### config.mk
export PLATFORM = sky130hd
export DESIGN_NAME = rational_arithmetic_unit
export DESIGN_NICKNAME = d
export VERILOG_FILES = /design/src/sv/rau_pkg.sv /design/src/sv/rau_unit.sv /design/src/sv/rational_arithmetic_unit.sv
export SDC_FILE = /design/constraint.sdc
export NUM_CORES = 2
export LEC_CHECK = 0
export BUFFER_PORTS_ARGS = -buffer_cell sky130_fd_sc_hd__buf_2
export CORE_UTILIZATION = 50
export CTS_BUF_LIST = sky130_fd_sc_hd__clkbuf_8
export DETAILED_ROUTE_END_ITERATION = 6
export PLACE_DENSITY = 0.64
export SETUP_SLACK_MARGIN = 0.15
export SLEW_MARGIN = 20
export SYNTH_ARGS = -nofsm -noshare
export SYNTH_HDL_FRONTEND = slang
export SYNTH_SLANG_ARGS = --single-unit
### constraint.sdc
create_clock -name clk -period 9 [get_ports clk]
set_input_delay 0.9 -clock clk [delete_from_list [all_inputs] [get_ports clk]]
set_output_delay 0.9 -clock clk [all_outputs]
set_load 0.01 [all_outputs]
### src/sv/rau_pkg.sv
// Shared types and constants for the rational arithmetic unit.
`default_nettype none
package rau_pkg;

    localparam logic [1:0] FUNC_ADD = 2'd0;
    localparam logic [1:0] FUNC_SUB = 2'd1;
    localparam logic [1:0] FUNC_MUL = 2'd2;
    localparam logic [1:0] FUNC_DIV = 2'd3;

    typedef struct packed {
        logic [1:0]   func;
        logic [31:0]  a_num;
        logic [31:0]  a_den;
        logic [31:0]  b_num;
        logic [31:0]  b_den;
    } in_item_t;

    typedef struct packed {
        logic [31:0]  res_num;
        logic [31:0]  res_den;
        logic         error;
    } out_item_t;

    typedef enum logic [1:0] {
        UOP_MUL,
        UOP_DIV,
        UOP_REM
    } unit_op_t;

    typedef struct packed {
        logic      start;
        unit_op_t  op;
    } unit_req_t;

    typedef enum logic [4:0] {
        ST_IDLE,
        ST_CHECK,
        ST_LD_A,
        ST_LD_B,
        ST_LD_FIX,
        ST_GCD_REM,
        ST_RED_DIVN,
        ST_RED_DIVD,
        ST_WB,
        ST_L_INIT,
        ST_L_MUL,
        ST_L_DIV,
        ST_T1_MUL,
        ST_T1_DIV,
        ST_T2_MUL,
        ST_T2_DIV,
        ST_SUM,
        ST_M_NUM,
        ST_M_DEN,
        ST_CHECK_RD,
        ST_DONE
    } state_t;

    typedef enum logic [2:0] {
        PH_A,
        PH_B,
        PH_FIX,
        PH_LCM,
        PH_R
    } phase_t;

endpackage
`default_nettype wire

### src/sv/rau_unit.sv
// Iterative shared multiply / truncating divide / remainder unit, one bit per cycle.
`default_nettype none
module rau_unit
    import rau_pkg::*;
#(
    parameter int WIDTH = 32
) (
    input  wire logic              clk,
    input  wire logic              rst_n,
    input  wire unit_req_t         req,
    input  wire logic [WIDTH-1:0]  x,
    input  wire logic [WIDTH-1:0]  y,
    output logic [WIDTH-1:0]       res,
    output logic                   done
);

    localparam int CW = $clog2(WIDTH + 1);

    logic              busy_reg, busy_next;
    logic              done_reg, done_next;
    logic [CW-1:0]     cnt_reg, cnt_next;
    unit_op_t          op_reg, op_next;
    logic              negq_reg, negq_next;
    logic              negr_reg, negr_next;
    logic [WIDTH-1:0]  a_reg, a_next;
    logic [WIDTH-1:0]  b_reg, b_next;
    logic [WIDTH-1:0]  q_reg, q_next;
    logic [WIDTH-1:0]  res_reg, res_next;
    logic [WIDTH-1:0]  xmag, ymag;
    logic [WIDTH-1:0]  rsh;
    logic [WIDTH:0]    diff;
    logic [WIDTH-1:0]  a_step, q_step;

    assign xmag = x[WIDTH-1] ? (~x + WIDTH'(1)) : x;
    assign ymag = y[WIDTH-1] ? (~y + WIDTH'(1)) : y;
    assign rsh  = {a_reg[WIDTH-2:0], q_reg[WIDTH-1]};
    assign diff = {1'b0, rsh} - {1'b0, b_reg};

    always_comb
    begin
        if (op_reg == UOP_MUL)
        begin
            a_step = a_reg + (q_reg[0] ? b_reg : '0);
            q_step = {1'b0, q_reg[WIDTH-1:1]};
        end
        else
        begin
            a_step = diff[WIDTH] ? rsh : diff[WIDTH-1:0];
            q_step = {q_reg[WIDTH-2:0], ~diff[WIDTH]};
        end
    end

    always_comb
    begin
        busy_next = busy_reg;
        done_next = 1'b0;
        cnt_next  = cnt_reg;
        op_next   = op_reg;
        negq_next = negq_reg;
        negr_next = negr_reg;
        a_next    = a_reg;
        b_next    = b_reg;
        q_next    = q_reg;
        res_next  = res_reg;
        if (!busy_reg && req.start)
        begin
            busy_next = 1'b1;
            cnt_next  = CW'(WIDTH);
            op_next   = req.op;
            a_next    = '0;
            if (req.op == UOP_MUL)
            begin
                b_next = x;
                q_next = y;
            end
            else
            begin
                b_next = ymag;
                q_next = xmag;
            end
            negq_next = x[WIDTH-1] ^ y[WIDTH-1];
            negr_next = x[WIDTH-1];
        end
        else if (busy_reg)
        begin
            a_next   = a_step;
            q_next   = q_step;
            b_next   = (op_reg == UOP_MUL) ? {b_reg[WIDTH-2:0], 1'b0} : b_reg;
            cnt_next = cnt_reg - CW'(1);
            if (cnt_reg == CW'(1))
            begin
                busy_next = 1'b0;
                done_next = 1'b1;
                case (op_reg)
                    UOP_MUL: res_next = a_step;
                    UOP_DIV: res_next = negq_reg ? (~q_step + WIDTH'(1)) : q_step;
                    default: res_next = negr_reg ? (~a_step + WIDTH'(1)) : a_step;
                endcase
            end
        end
    end

    always_ff @(posedge clk or negedge rst_n)
    begin
        if (!rst_n)
        begin
            busy_reg <= 1'b0;
            done_reg <= 1'b0;
            cnt_reg  <= '0;
        end
        else
        begin
            busy_reg <= busy_next;
            done_reg <= done_next;
            cnt_reg  <= cnt_next;
        end
    end

    always_ff @(posedge clk)
    begin
        op_reg   <= op_next;
        negq_reg <= negq_next;
        negr_reg <= negr_next;
        a_reg    <= a_next;
        b_reg    <= b_next;
        q_reg    <= q_next;
        res_reg  <= res_next;
    end

    assign res  = res_reg;
    assign done = done_reg;

    a_done_after_busy: assert property (@(posedge clk) disable iff (!rst_n)
        done_reg |-> $past(busy_reg))
        else $error("done without a running operation");
    a_done_not_busy: assert property (@(posedge clk) disable iff (!rst_n)
        done_reg |-> !busy_reg)
        else $error("done while still busy");
    a_cnt_busy: assert property (@(posedge clk) disable iff (!rst_n)
        busy_reg |-> (cnt_reg != '0))
        else $error("busy with an empty bit count");

endmodule
`default_nettype wire

### src/sv/rational_arithmetic_unit.sv
// Top level: rational add, subtract, multiply and divide with gcd reduction.
// One item is taken at a time; in_ready is high only while the block is idle and the
// result item is held on out until it is taken. All multiplies, divides and remainders
// run through one shared bit-serial unit; the time an item takes is set by the number
// of unit operations, which follows the Euclid remainder steps of the three or four
// gcd reductions (and the lcm gcd for add and subtract).
`default_nettype none
module rational_arithmetic_unit
    import rau_pkg::*;
#(
    parameter int WIDTH = 32
) (
    input  wire logic       clk,
    input  wire logic       rst_n,
    input  wire logic       in_valid,
    output logic            in_ready,
    input  wire in_item_t   in_data,
    output logic            out_valid,
    input  wire logic       out_ready,
    output out_item_t       out_data
);

    state_t            state_reg, state_next;
    phase_t            phase_reg, phase_next;
    logic              issued_reg, issued_next;
    logic [1:0]        func_reg, func_next;
    logic              err_reg, err_next;
    logic [WIDTH-1:0]  an_reg, an_next, ad_reg, ad_next;
    logic [WIDTH-1:0]  bn_reg, bn_next, bd_reg, bd_next;
    logic [WIDTH-1:0]  pn_reg, pn_next, pd_reg, pd_next;
    logic [WIDTH-1:0]  gx_reg, gx_next, gy_reg, gy_next;
    logic [WIDTH-1:0]  g_reg, g_next, t_reg, t_next, l_reg, l_next;
    logic [WIDTH-1:0]  rn_reg, rn_next, rd_reg, rd_next;
    unit_req_t         ureq;
    logic [WIDTH-1:0]  ux, uy, ures;
    logic              udone;
    logic              op_state;

    function automatic logic [WIDTH-1:0] from_in(input logic [31:0] v);
        logic [63:0] e;
        e = {{32{v[31]}}, v};
        return e[WIDTH-1:0];
    endfunction

    function automatic logic [31:0] to_out(input logic [WIDTH-1:0] v);
        logic [63:0] e;
        e = 64'(signed'(v));
        return e[31:0];
    endfunction

    rau_unit #(.WIDTH(WIDTH)) u_unit (
        .clk   (clk),
        .rst_n (rst_n),
        .req   (ureq),
        .x     (ux),
        .y     (uy),
        .res   (ures),
        .done  (udone)
    );

    always_comb
    begin
        op_state = 1'b1;
        ureq.op  = UOP_MUL;
        ux       = an_reg;
        uy       = bn_reg;
        unique case (state_reg)
            ST_GCD_REM:  begin ureq.op = UOP_REM; ux = gx_reg; uy = gy_reg; end
            ST_RED_DIVN: begin ureq.op = UOP_DIV; ux = pn_reg; uy = g_reg;  end
            ST_RED_DIVD: begin ureq.op = UOP_DIV; ux = pd_reg; uy = g_reg;  end
            ST_L_MUL:    begin ureq.op = UOP_MUL; ux = ad_reg; uy = bd_reg; end
            ST_L_DIV:    begin ureq.op = UOP_DIV; ux = t_reg;  uy = g_reg;  end
            ST_T1_MUL:   begin ureq.op = UOP_MUL; ux = an_reg; uy = l_reg;  end
            ST_T1_DIV:   begin ureq.op = UOP_DIV; ux = t_reg;  uy = ad_reg; end
            ST_T2_MUL:   begin ureq.op = UOP_MUL; ux = bn_reg; uy = l_reg;  end
            ST_T2_DIV:   begin ureq.op = UOP_DIV; ux = t_reg;  uy = bd_reg; end
            ST_M_NUM:    begin ureq.op = UOP_MUL; ux = an_reg; uy = bn_reg; end
            ST_M_DEN:    begin ureq.op = UOP_MUL; ux = ad_reg; uy = bd_reg; end
            default:     op_state = 1'b0;
        endcase
        ureq.start  = op_state && !issued_reg;
        issued_next = op_state && !udone;
    end

    always_comb
    begin
        state_next = state_reg;
        phase_next = phase_reg;
        unique case (state_reg)
            ST_IDLE:
                if (in_valid)
                    state_next = ST_CHECK;
            ST_CHECK:
                if (ad_reg == '0 || bd_reg == '0 || (func_reg == FUNC_DIV && bn_reg == '0))
                    state_next = ST_DONE;
                else
                    state_next = ST_LD_A;
            ST_LD_A:
            begin
                phase_next = PH_A;
                state_next = ST_GCD_REM;
            end
            ST_LD_B:
            begin
                phase_next = PH_B;
                state_next = ST_GCD_REM;
            end
            ST_LD_FIX:
            begin
                phase_next = PH_FIX;
                state_next = ST_GCD_REM;
            end
            ST_L_INIT:
            begin
                phase_next = PH_LCM;
                state_next = ST_GCD_REM;
            end
            ST_GCD_REM:
                if (udone && ures == '0)
                begin
                    if (phase_reg == PH_LCM)
                        state_next = ST_L_MUL;
                    else if (gy_reg == WIDTH'(1))
                        state_next = ST_WB;
                    else
                        state_next = ST_RED_DIVN;
                end
            ST_RED_DIVN: if (udone) state_next = ST_RED_DIVD;
            ST_RED_DIVD: if (udone) state_next = ST_WB;
            ST_WB:
                unique case (phase_reg)
                    PH_A: state_next = ST_LD_B;
                    PH_B:
                        if (func_reg == FUNC_SUB || func_reg == FUNC_DIV)
                            state_next = ST_LD_FIX;
                        else if (func_reg == FUNC_ADD)
                            state_next = ST_L_INIT;
                        else
                            state_next = ST_M_NUM;
                    PH_FIX:
                        state_next = (func_reg == FUNC_SUB) ? ST_L_INIT : ST_M_NUM;
                    default: state_next = ST_DONE;
                endcase
            ST_L_MUL:  if (udone) state_next = ST_L_DIV;
            ST_L_DIV:  if (udone) state_next = ST_T1_MUL;
            ST_T1_MUL: if (udone) state_next = ST_T1_DIV;
            ST_T1_DIV: if (udone) state_next = ST_T2_MUL;
            ST_T2_MUL: if (udone) state_next = ST_T2_DIV;
            ST_T2_DIV: if (udone) state_next = ST_SUM;
            ST_SUM:    state_next = ST_CHECK_RD;
            ST_M_NUM:  if (udone) state_next = ST_M_DEN;
            ST_M_DEN:  if (udone) state_next = ST_CHECK_RD;
            ST_CHECK_RD:
            begin
                phase_next = PH_R;
                state_next = (rd_reg == '0) ? ST_DONE : ST_GCD_REM;
            end
            ST_DONE:
                if (out_ready)
                    state_next = ST_IDLE;
            default: state_next = ST_IDLE;
        endcase
    end

    always_comb
    begin
        func_next = func_reg;
        err_next  = err_reg;
        an_next = an_reg; ad_next = ad_reg; bn_next = bn_reg; bd_next = bd_reg;
        pn_next = pn_reg; pd_next = pd_reg; gx_next = gx_reg; gy_next = gy_reg;
        g_next  = g_reg;  t_next  = t_reg;  l_next  = l_reg;
        rn_next = rn_reg; rd_next = rd_reg;
        case (state_reg)
            ST_IDLE:
            begin
                func_next = in_data.func;
                an_next   = from_in(in_data.a_num);
                ad_next   = from_in(in_data.a_den);
                bn_next   = from_in(in_data.b_num);
                bd_next   = from_in(in_data.b_den);
                err_next  = 1'b1;
            end
            ST_CHECK:
                err_next = ad_reg == '0 || bd_reg == '0 ||
                           (func_reg == FUNC_DIV && bn_reg == '0);
            ST_LD_A:
            begin
                pn_next = an_reg; pd_next = ad_reg;
                gx_next = an_reg; gy_next = ad_reg;
            end
            ST_LD_B:
            begin
                pn_next = bn_reg; pd_next = bd_reg;
                gx_next = bn_reg; gy_next = bd_reg;
            end
            ST_LD_FIX:
                if (func_reg == FUNC_SUB)
                begin
                    pn_next = ~bn_reg + WIDTH'(1); pd_next = bd_reg;
                    gx_next = ~bn_reg + WIDTH'(1); gy_next = bd_reg;
                end
                else
                begin
                    pn_next = bd_reg; pd_next = bn_reg;
                    gx_next = bd_reg; gy_next = bn_reg;
                end
            ST_L_INIT:
            begin
                gx_next = ad_reg; gy_next = bd_reg;
            end
            ST_GCD_REM:
                if (udone)
                begin
                    gx_next = gy_reg;
                    gy_next = ures;
                    g_next  = gy_reg;
                end
            ST_RED_DIVN: if (udone) pn_next = ures;
            ST_RED_DIVD: if (udone) pd_next = ures;
            ST_WB:
                case (phase_reg)
                    PH_A:    begin an_next = pn_reg; ad_next = pd_reg; end
                    PH_B,
                    PH_FIX:  begin bn_next = pn_reg; bd_next = pd_reg; end
                    default: begin rn_next = pn_reg; rd_next = pd_reg; end
                endcase
            ST_L_MUL:  if (udone) t_next  = ures;
            ST_L_DIV:  if (udone) l_next  = ures;
            ST_T1_MUL: if (udone) t_next  = ures;
            ST_T1_DIV: if (udone) rn_next = ures;
            ST_T2_MUL: if (udone) t_next  = ures;
            ST_T2_DIV: if (udone) t_next  = ures;
            ST_SUM:
            begin
                rn_next = rn_reg + t_reg;
                rd_next = l_reg;
            end
            ST_M_NUM:  if (udone) rn_next = ures;
            ST_M_DEN:  if (udone) rd_next = ures;
            ST_CHECK_RD:
            begin
                err_next = rd_reg == '0;
                pn_next = rn_reg; pd_next = rd_reg;
                gx_next = rn_reg; gy_next = rd_reg;
            end
            default: ;
        endcase
    end

    always_ff @(posedge clk or negedge rst_n)
    begin
        if (!rst_n)
        begin
            state_reg  <= ST_IDLE;
            phase_reg  <= PH_A;
            issued_reg <= 1'b0;
        end
        else
        begin
            state_reg  <= state_next;
            phase_reg  <= phase_next;
            issued_reg <= issued_next;
        end
    end

    always_ff @(posedge clk)
    begin
        func_reg <= func_next;
        err_reg  <= err_next;
        an_reg <= an_next; ad_reg <= ad_next; bn_reg <= bn_next; bd_reg <= bd_next;
        pn_reg <= pn_next; pd_reg <= pd_next; gx_reg <= gx_next; gy_reg <= gy_next;
        g_reg  <= g_next;  t_reg  <= t_next;  l_reg  <= l_next;
        rn_reg <= rn_next; rd_reg <= rd_next;
    end

    always_comb
    begin
        in_ready         = state_reg == ST_IDLE;
        out_valid        = state_reg == ST_DONE;
        out_data.error   = err_reg;
        out_data.res_num = err_reg ? '0 : to_out(rn_reg);
        out_data.res_den = err_reg ? '0 : to_out(rd_reg);
    end

    a_ready_not_valid: assert property (@(posedge clk) disable iff (!rst_n)
        in_ready |-> !out_valid)
        else $error("idle while a result item waits");
    a_start_idle_unit: assert property (@(posedge clk) disable iff (!rst_n)
        ureq.start |-> !op_state || !issued_reg)
        else $error("second start issued for one operation");
    a_done_from_op: assert property (@(posedge clk) disable iff (!rst_n)
        $rose(out_valid) |-> $past(state_reg == ST_CHECK || state_reg == ST_WB ||
                                   state_reg == ST_CHECK_RD))
        else $error("result item raised from an unexpected state");

endmodule
`default_nettype wire
After elaboration in Yosys (flattened, before gate mapping)
Cells that the tools add are included.
{ "op_classes": {"n_addsub": 9, "multipliers": 0, "n_div": 0, "order_cmp": 0, "eq_ne": 46, "shifts": 0, "n_mux": 74, "bitwise_logic": 8, "n_reduce_logical": 59} }
{ "op_table": {"columns": ["op", "count"], "rows": [
  ["2-to-1 mux 32 bit", 27],
  ["case mux 32 bit (5 select lines)", 4],
  ["case mux 32 bit (6 select lines)", 2],
  ["case mux 32 bit (2 select lines)", 5],
  ["case mux 32 bit (3 select lines)", 2],
  ["adder 32 x 1 -> 32 bit, second input constant", 5],
  ["zero test 32 bit", 5],
  ["inverter 32 bit", 5],
  ["2-to-1 mux 5 bit", 18],
  ["case mux 5 bit (18 select lines)", 1],
  ["adder 32 bit", 2],
  ["equality test 5 x 4 -> 1 bit, second input constant", 8],
  ["subtractor 32 x 32 -> 33 bit", 1],
  ["equality test 32 x 1 -> 1 bit, second input constant", 1],
  ["inequality test 2 x 1 -> 1 bit, second input constant", 13],
  ["equality test 5 bit, second input constant", 5],
  ["equality test 5 x 3 -> 1 bit, second input constant", 4],
  ["AND reduction 2 bit", 10],
  ["nonzero test 5 bit", 4],
  ["case mux 3 bit (5 select lines)", 1],
  ["case mux 5 bit (3 select lines)", 1],
  ["AND reduction 13 bit", 1],
  ["2-to-1 mux 6 bit", 2],
  ["OR reduction 3 bit", 4],
  ["29 further kinds", 65]
]} }
{ "word_totals": {"reg_bits": 568, "latchBits": 0, "ram_bits": 0, "mem_bits_ro": 0, "in_bits": 134, "output_inout_bits": 67, "word_cells": 224, "n_memories": 0} }

Logic depth before layout (Yosys ltp)
{ "depth": {"depth_word": 8, "mapped_depth": 23, "depth_no_buf": 22} }

Hierarchy
From an unflattened synthesis, not the netlist that was laid out.
{ "unflattened": {"cells_unflattened": 4545, "hier_area_um2": 39710.6} }
{ "by_module_without_submodules": {"columns": ["module", "instances", "cells_each", "area_each_um2", "seq_area_each_um2"], "rows": [
  ["rational_arithmetic_unit", 1, 2651, 25115.3, 12807.3],
  ["rau_unit", 1, 1894, 14595.2, 3843.7]
]} }

Worst setup path before layout
Ideal clock, no wire load.
{ "synth_timing": {"path_kind": "reg2reg", "start": "reg state_reg[4]", "end": "reg bd_reg[0], enable pin", "setup_time_ps": 580, "arrival_ps": 6165, "t_required_ps": 8420, "slack_ps": 2255, "stages_incl_launch_ff": 7, "n_path_buf": 3, "synth_period_minus_slack_ps": 6745, "cell_sequence": "dfrtp_1 -> buf_4 -> clkbuf_1 -> nor2_1 -> nand3_1 -> clkbuf_1 -> o31ai_1"} }
{ "synth_via": {"elab_chain_len": 3, "word_cells_on_any_way": 5, "classes_between": "eq/ne: 2; reduce/logical: 3"} }
{ "synth_lines": {"columns": ["item", "line_no", "rtl"], "rows": [
  ["start, declared", "rational_arithmetic_unit.sv:23", "state_t state_reg, state_next;"],
  ["start signal, assigned", "rational_arithmetic_unit.sv:260", "state_reg <= state_next;"],
  ["equality test 5 x 4 -> 1 bit or zero test 5 bit (tied branches)", "rational_arithmetic_unit.sv:173", "case (state_reg)"],
  ["inequality test 2 bit (no line) or nonzero test 2 bit (tied branches)", null, null],
  ["AND reduction 2 bit (no line) *", null, null],
  ["end signal, assigned", "rational_arithmetic_unit.sv:270", "an_reg <= an_next; ad_reg <= ad_next; bn_reg <= bn_next; bd_reg <= bd_next;"],
  ["end, declared", "rational_arithmetic_unit.sv:29", "logic [WIDTH-1:0] bn_reg, bn_next, bd_reg, bd_next;"]
]} }
Every way passes the cells marked *; elsewhere a longest branch is shown, timed or not.
A chain may end at the register's enable or synchronous reset.

Worst setup path after layout
{ "layout_timing": {"start": "reg state_reg[4]", "end": "reg u_unit.q_reg[31] (data pin)"} }
{ "layout_via": {"elab_chain_len": 8, "word_cells_on_any_way": 30, "classes_between": "add/sub: 1; eq/ne: 11; mux: 7; bitwise: 1; reduce/logical: 10"} }
{ "layout_lines": {"columns": ["item", "line_no", "rtl"], "rows": [
  ["equality test 5 x 4 -> 1 bit or equality test 5 bit (tied branches)", "rational_arithmetic_unit.sv:67", "unique case (state_reg)"],
  ["OR reduction 3 bit (no line) or OR reduction 2 bit (tied branches)", null, null],
  ["case mux 32 bit (6 select lines)", "rational_arithmetic_unit.sv:67", null],
  ["inverter 32 bit", "rau_unit.sv:34", "assign xmag = x[WIDTH-1] ? (~x + WIDTH'(1)) : x;"],
  ["adder 32 x 1 -> 32 bit", "rau_unit.sv:34", null],
  ["2-to-1 mux 32 bit", "rau_unit.sv:34", null],
  ["2-to-1 mux 32 bit", "rau_unit.sv:71", "if (req.op == UOP_MUL)"],
  ["2-to-1 mux 32 bit *", "rau_unit.sv:65", "if (!busy_reg && req.start)"],
  ["net u_unit.q_next[31]", "rau_unit.sv:27", "logic [WIDTH-1:0] q_reg, q_next;"],
  ["end signal, assigned", "rau_unit.sv:126", "q_reg <= q_next;"],
  ["end, declared", "rau_unit.sv:27", null]
]} }
The timed path passes the listed nets; every way through them passes the cells marked *.

==> reports/qor.yml <==
run_status:
  run_status: "finished, violations left"
  violations: "DRC"
floorplan:
  io_pins: 201
  start_util_pct: 50.7
  std_cell_rows: 102
  coreArea_sq_mm: 0.0778
  die_area_sq_mm: 0.0801
  die_x_um: 283
  fp.dieH_um: 283
timing:
  fmax_mhz: 166
  rsz0062_at_grt: "false"
  final.setup.tns_ns: 0
  finalSetupViolations: 0
  whs_ns: 0.0648
  hold_viol_final: 0
  fin_skew_ns: 0.0611
  slew_viol_final: 0
  period_share_pct: 67.1
  tightest_slew_ns: 1.25
  min_period_ns: 6.04
  worst_slew_margin_rel_pct: 16.4
synth:
  syn_inst: 4500
  synth_area_sq_mm: 0.0395
  synthArstFlopShare_pct: 2.99
  avgSynthCellArea_sq_um: 8.77
  synth-edff-count: 519
  yosysTopAreaCell: "edfxtp_1"
  synth-main-ff-cell: "edfxtp_1"
  synth_fp_nets: 4738
  synth.top_cells.by_area: "edfxtp_1 39%, nand2_1 7.0%, a21oi_1 5.1%, o21ai_0 4.5%, nor2_1 3.7%"
  ys_types: 108
  yosysWarnings: 0
  synth-seq-cells: 568
  synth_top_area_share_pct: 39.5
  yosysSeqAreaShare_pct: 42.2
setup_path:
  crit_top_cell: "nand2_1"
  worstPathArrival_ns: 6.46
  cp_slowest_cell: "dfrtp_1"
  crit_path_start_kind: "flop"
  crit_fanout: 107
  critPathRequiredTime_ns: 9.42
  reg2reg_depth: 13
  timing.critical_path.buf_inv: 2
  path_cells: "nor2b_1 > nand2_1 > inv_4 > buf_12 > a22oi_1 > a41o_1 > nand4_1 > nor4_1 > and2_0 > nand2_1 > nor3_1 > a21oi_1 > o21ai_0"
  cp-end-kind: "flop"
  path_depth: 13
  critical-path-top-delay-family: "simple AND/OR/NAND/NOR gates"
  max_stage_delay_ns: 1.02
  path_class: "reg -> reg"
grt:
  use_met1_pct: 51.1
  grt_usage_pct: 39.7
  met2_usage_pct: 59.3
  grt_most_used_layer: "met2"
  grt_pass1_wl_um: 239000
  grt_pass1_vias: 36000
  grt_max_degree: 109
  use_met3_pct: 9.92
  antenna_found_initial: 8
  overflow: 0
power_and_ir_drop:
  leakagePower_uw: 0.0165
  peakVddDrop_v: 0.000261
  power.density_mw_per_mm2: 447
  finalPower_uw: 19300
layout:
  drive_gt1_share_pct: 11.1
  final_nets: 4795
  areaGrowthSynthToFinish_pct: 9.45
  layout_common_cells: "732 x nand2_1, 519 x edfxtp_1, 400 x a21oi_1, 377 x nor2_1, 351 x o21ai_0"
  final_common_cell: "nand2_1"
  nFillCells: 7165
  fin_cells: 5690
  final_area_sq_mm: 0.0432
clock_network:
  clock_tree.root_cell: "clkbuf_8"
  cts_buffers: 104
  cts.path.max_buffers: 3
  cts_resized: 0
  cts_sinks: 568
  h-tree-depth: 3
  postCtsHoldBufs: 0
  clkTransAtPathRegs_ns: 0.06
  clkLatencyLatePin_ns: 0.79
  cts_tree: "done"
  cts_setup_buffers: 0
placement:
  gp_congestion: 1.02
  dp_hpwl_um: 115000
  io_buffers: 200
  place_area_sq_mm: 0.0412
  dpl.cell_count: 5490
worst_hold_path:
  hold_class: "in -> async"
drt:
  route.detailed.drc: 9
  firstDrtPassIters: 7
  via_per_inst: 6.84
  via_count: 38900
  ant_nets: 0
  drtIter0Drc: 5874
  wl_um: 164000
  wl_per_cell_um: 28.9
run:
  drv_cap: 0
-- through the flow --
stage               utilization (%)  setup slack [ns]
detailed placement             53.0              3.24
floorplan                         -              2.25
global route                   55.5              2.66
finish                         55.5              2.96
CTS                            55.5              3.24
global placement               53.0              3.39
-- Yosys cell counts (88+ instances only) --
master / number
a21oi_1: 404
edfxtp_1: 519
nor2_1: 388
a22oi_1: 140
inv_1: 88
mux2i_1: 92
nand2_1: 739
ha_1: 101
xnor2_1: 114
clkbuf_1: 240
xor2_1: 90
o21ai_0: 354
-- final timing paths --
check,from,to,slack (ns)
max in group asynchronous,rst_n,state_reg[1],8.61
max,state_reg[4],u_unit.q_reg[31],2.96
min in group clk,in_data[129],func_reg[1],0.30
max reg2reg,state_reg[4],u_unit.q_reg[31],2.96
min,rst_n,phase_reg[1],0.06
min reg2reg,u_unit.cnt_reg[5],u_unit.cnt_reg[5],0.47
-- per-layer routing --
layer | share of wire [%] | wire, um
met4 | 7.7 | 12600
met2 | 43 | 70600
met3 | 13 | 20900
met1 | 37 | 60300
met5 | 0.027 | 45
-- power breakdown --
part | internal [uW] | switching, uW | total, uW | leakage, uW
registers | 4380 | 1380 | 5760 | 0.00530
logic | 3770 | 7340 | 11100 | 0.0101
clock network | 1180 | 1260 | 2440 | 0.00114
total | 9330 | 9980 | 19300 | 0.0165
-- cell type report --
cell class	instances	area (sq um)	share of cell area (%)
Antenna cell	2	5.00	0.0116
Clock buffer	107	1470	3.41
Clock inverter	90	493	1.14
Inverter	90	340	0.787
Multi-Input combinational cell	3516	21400	49.4
Sequential cell	568	16700	38.5
Tap cell	1040	1300	3.01
Timing Repair Buffer	277	1600	3.70
-- kinds of logic after synthesis --
| family | synth area share, % |
|---|---|
| AND/OR/NAND/NOR | 19.1 |
| XOR/XNOR | 4.52 |
| adder cells (fa/ha/maj) | 3.38 |
| multiplexers | 2.46 |
| AO/OA/AOI/OAI | 24.0 |
| flip-flops | 42.2 |
| buffers and inverters | 4.33 |
(Power assumes the default switching activity.)
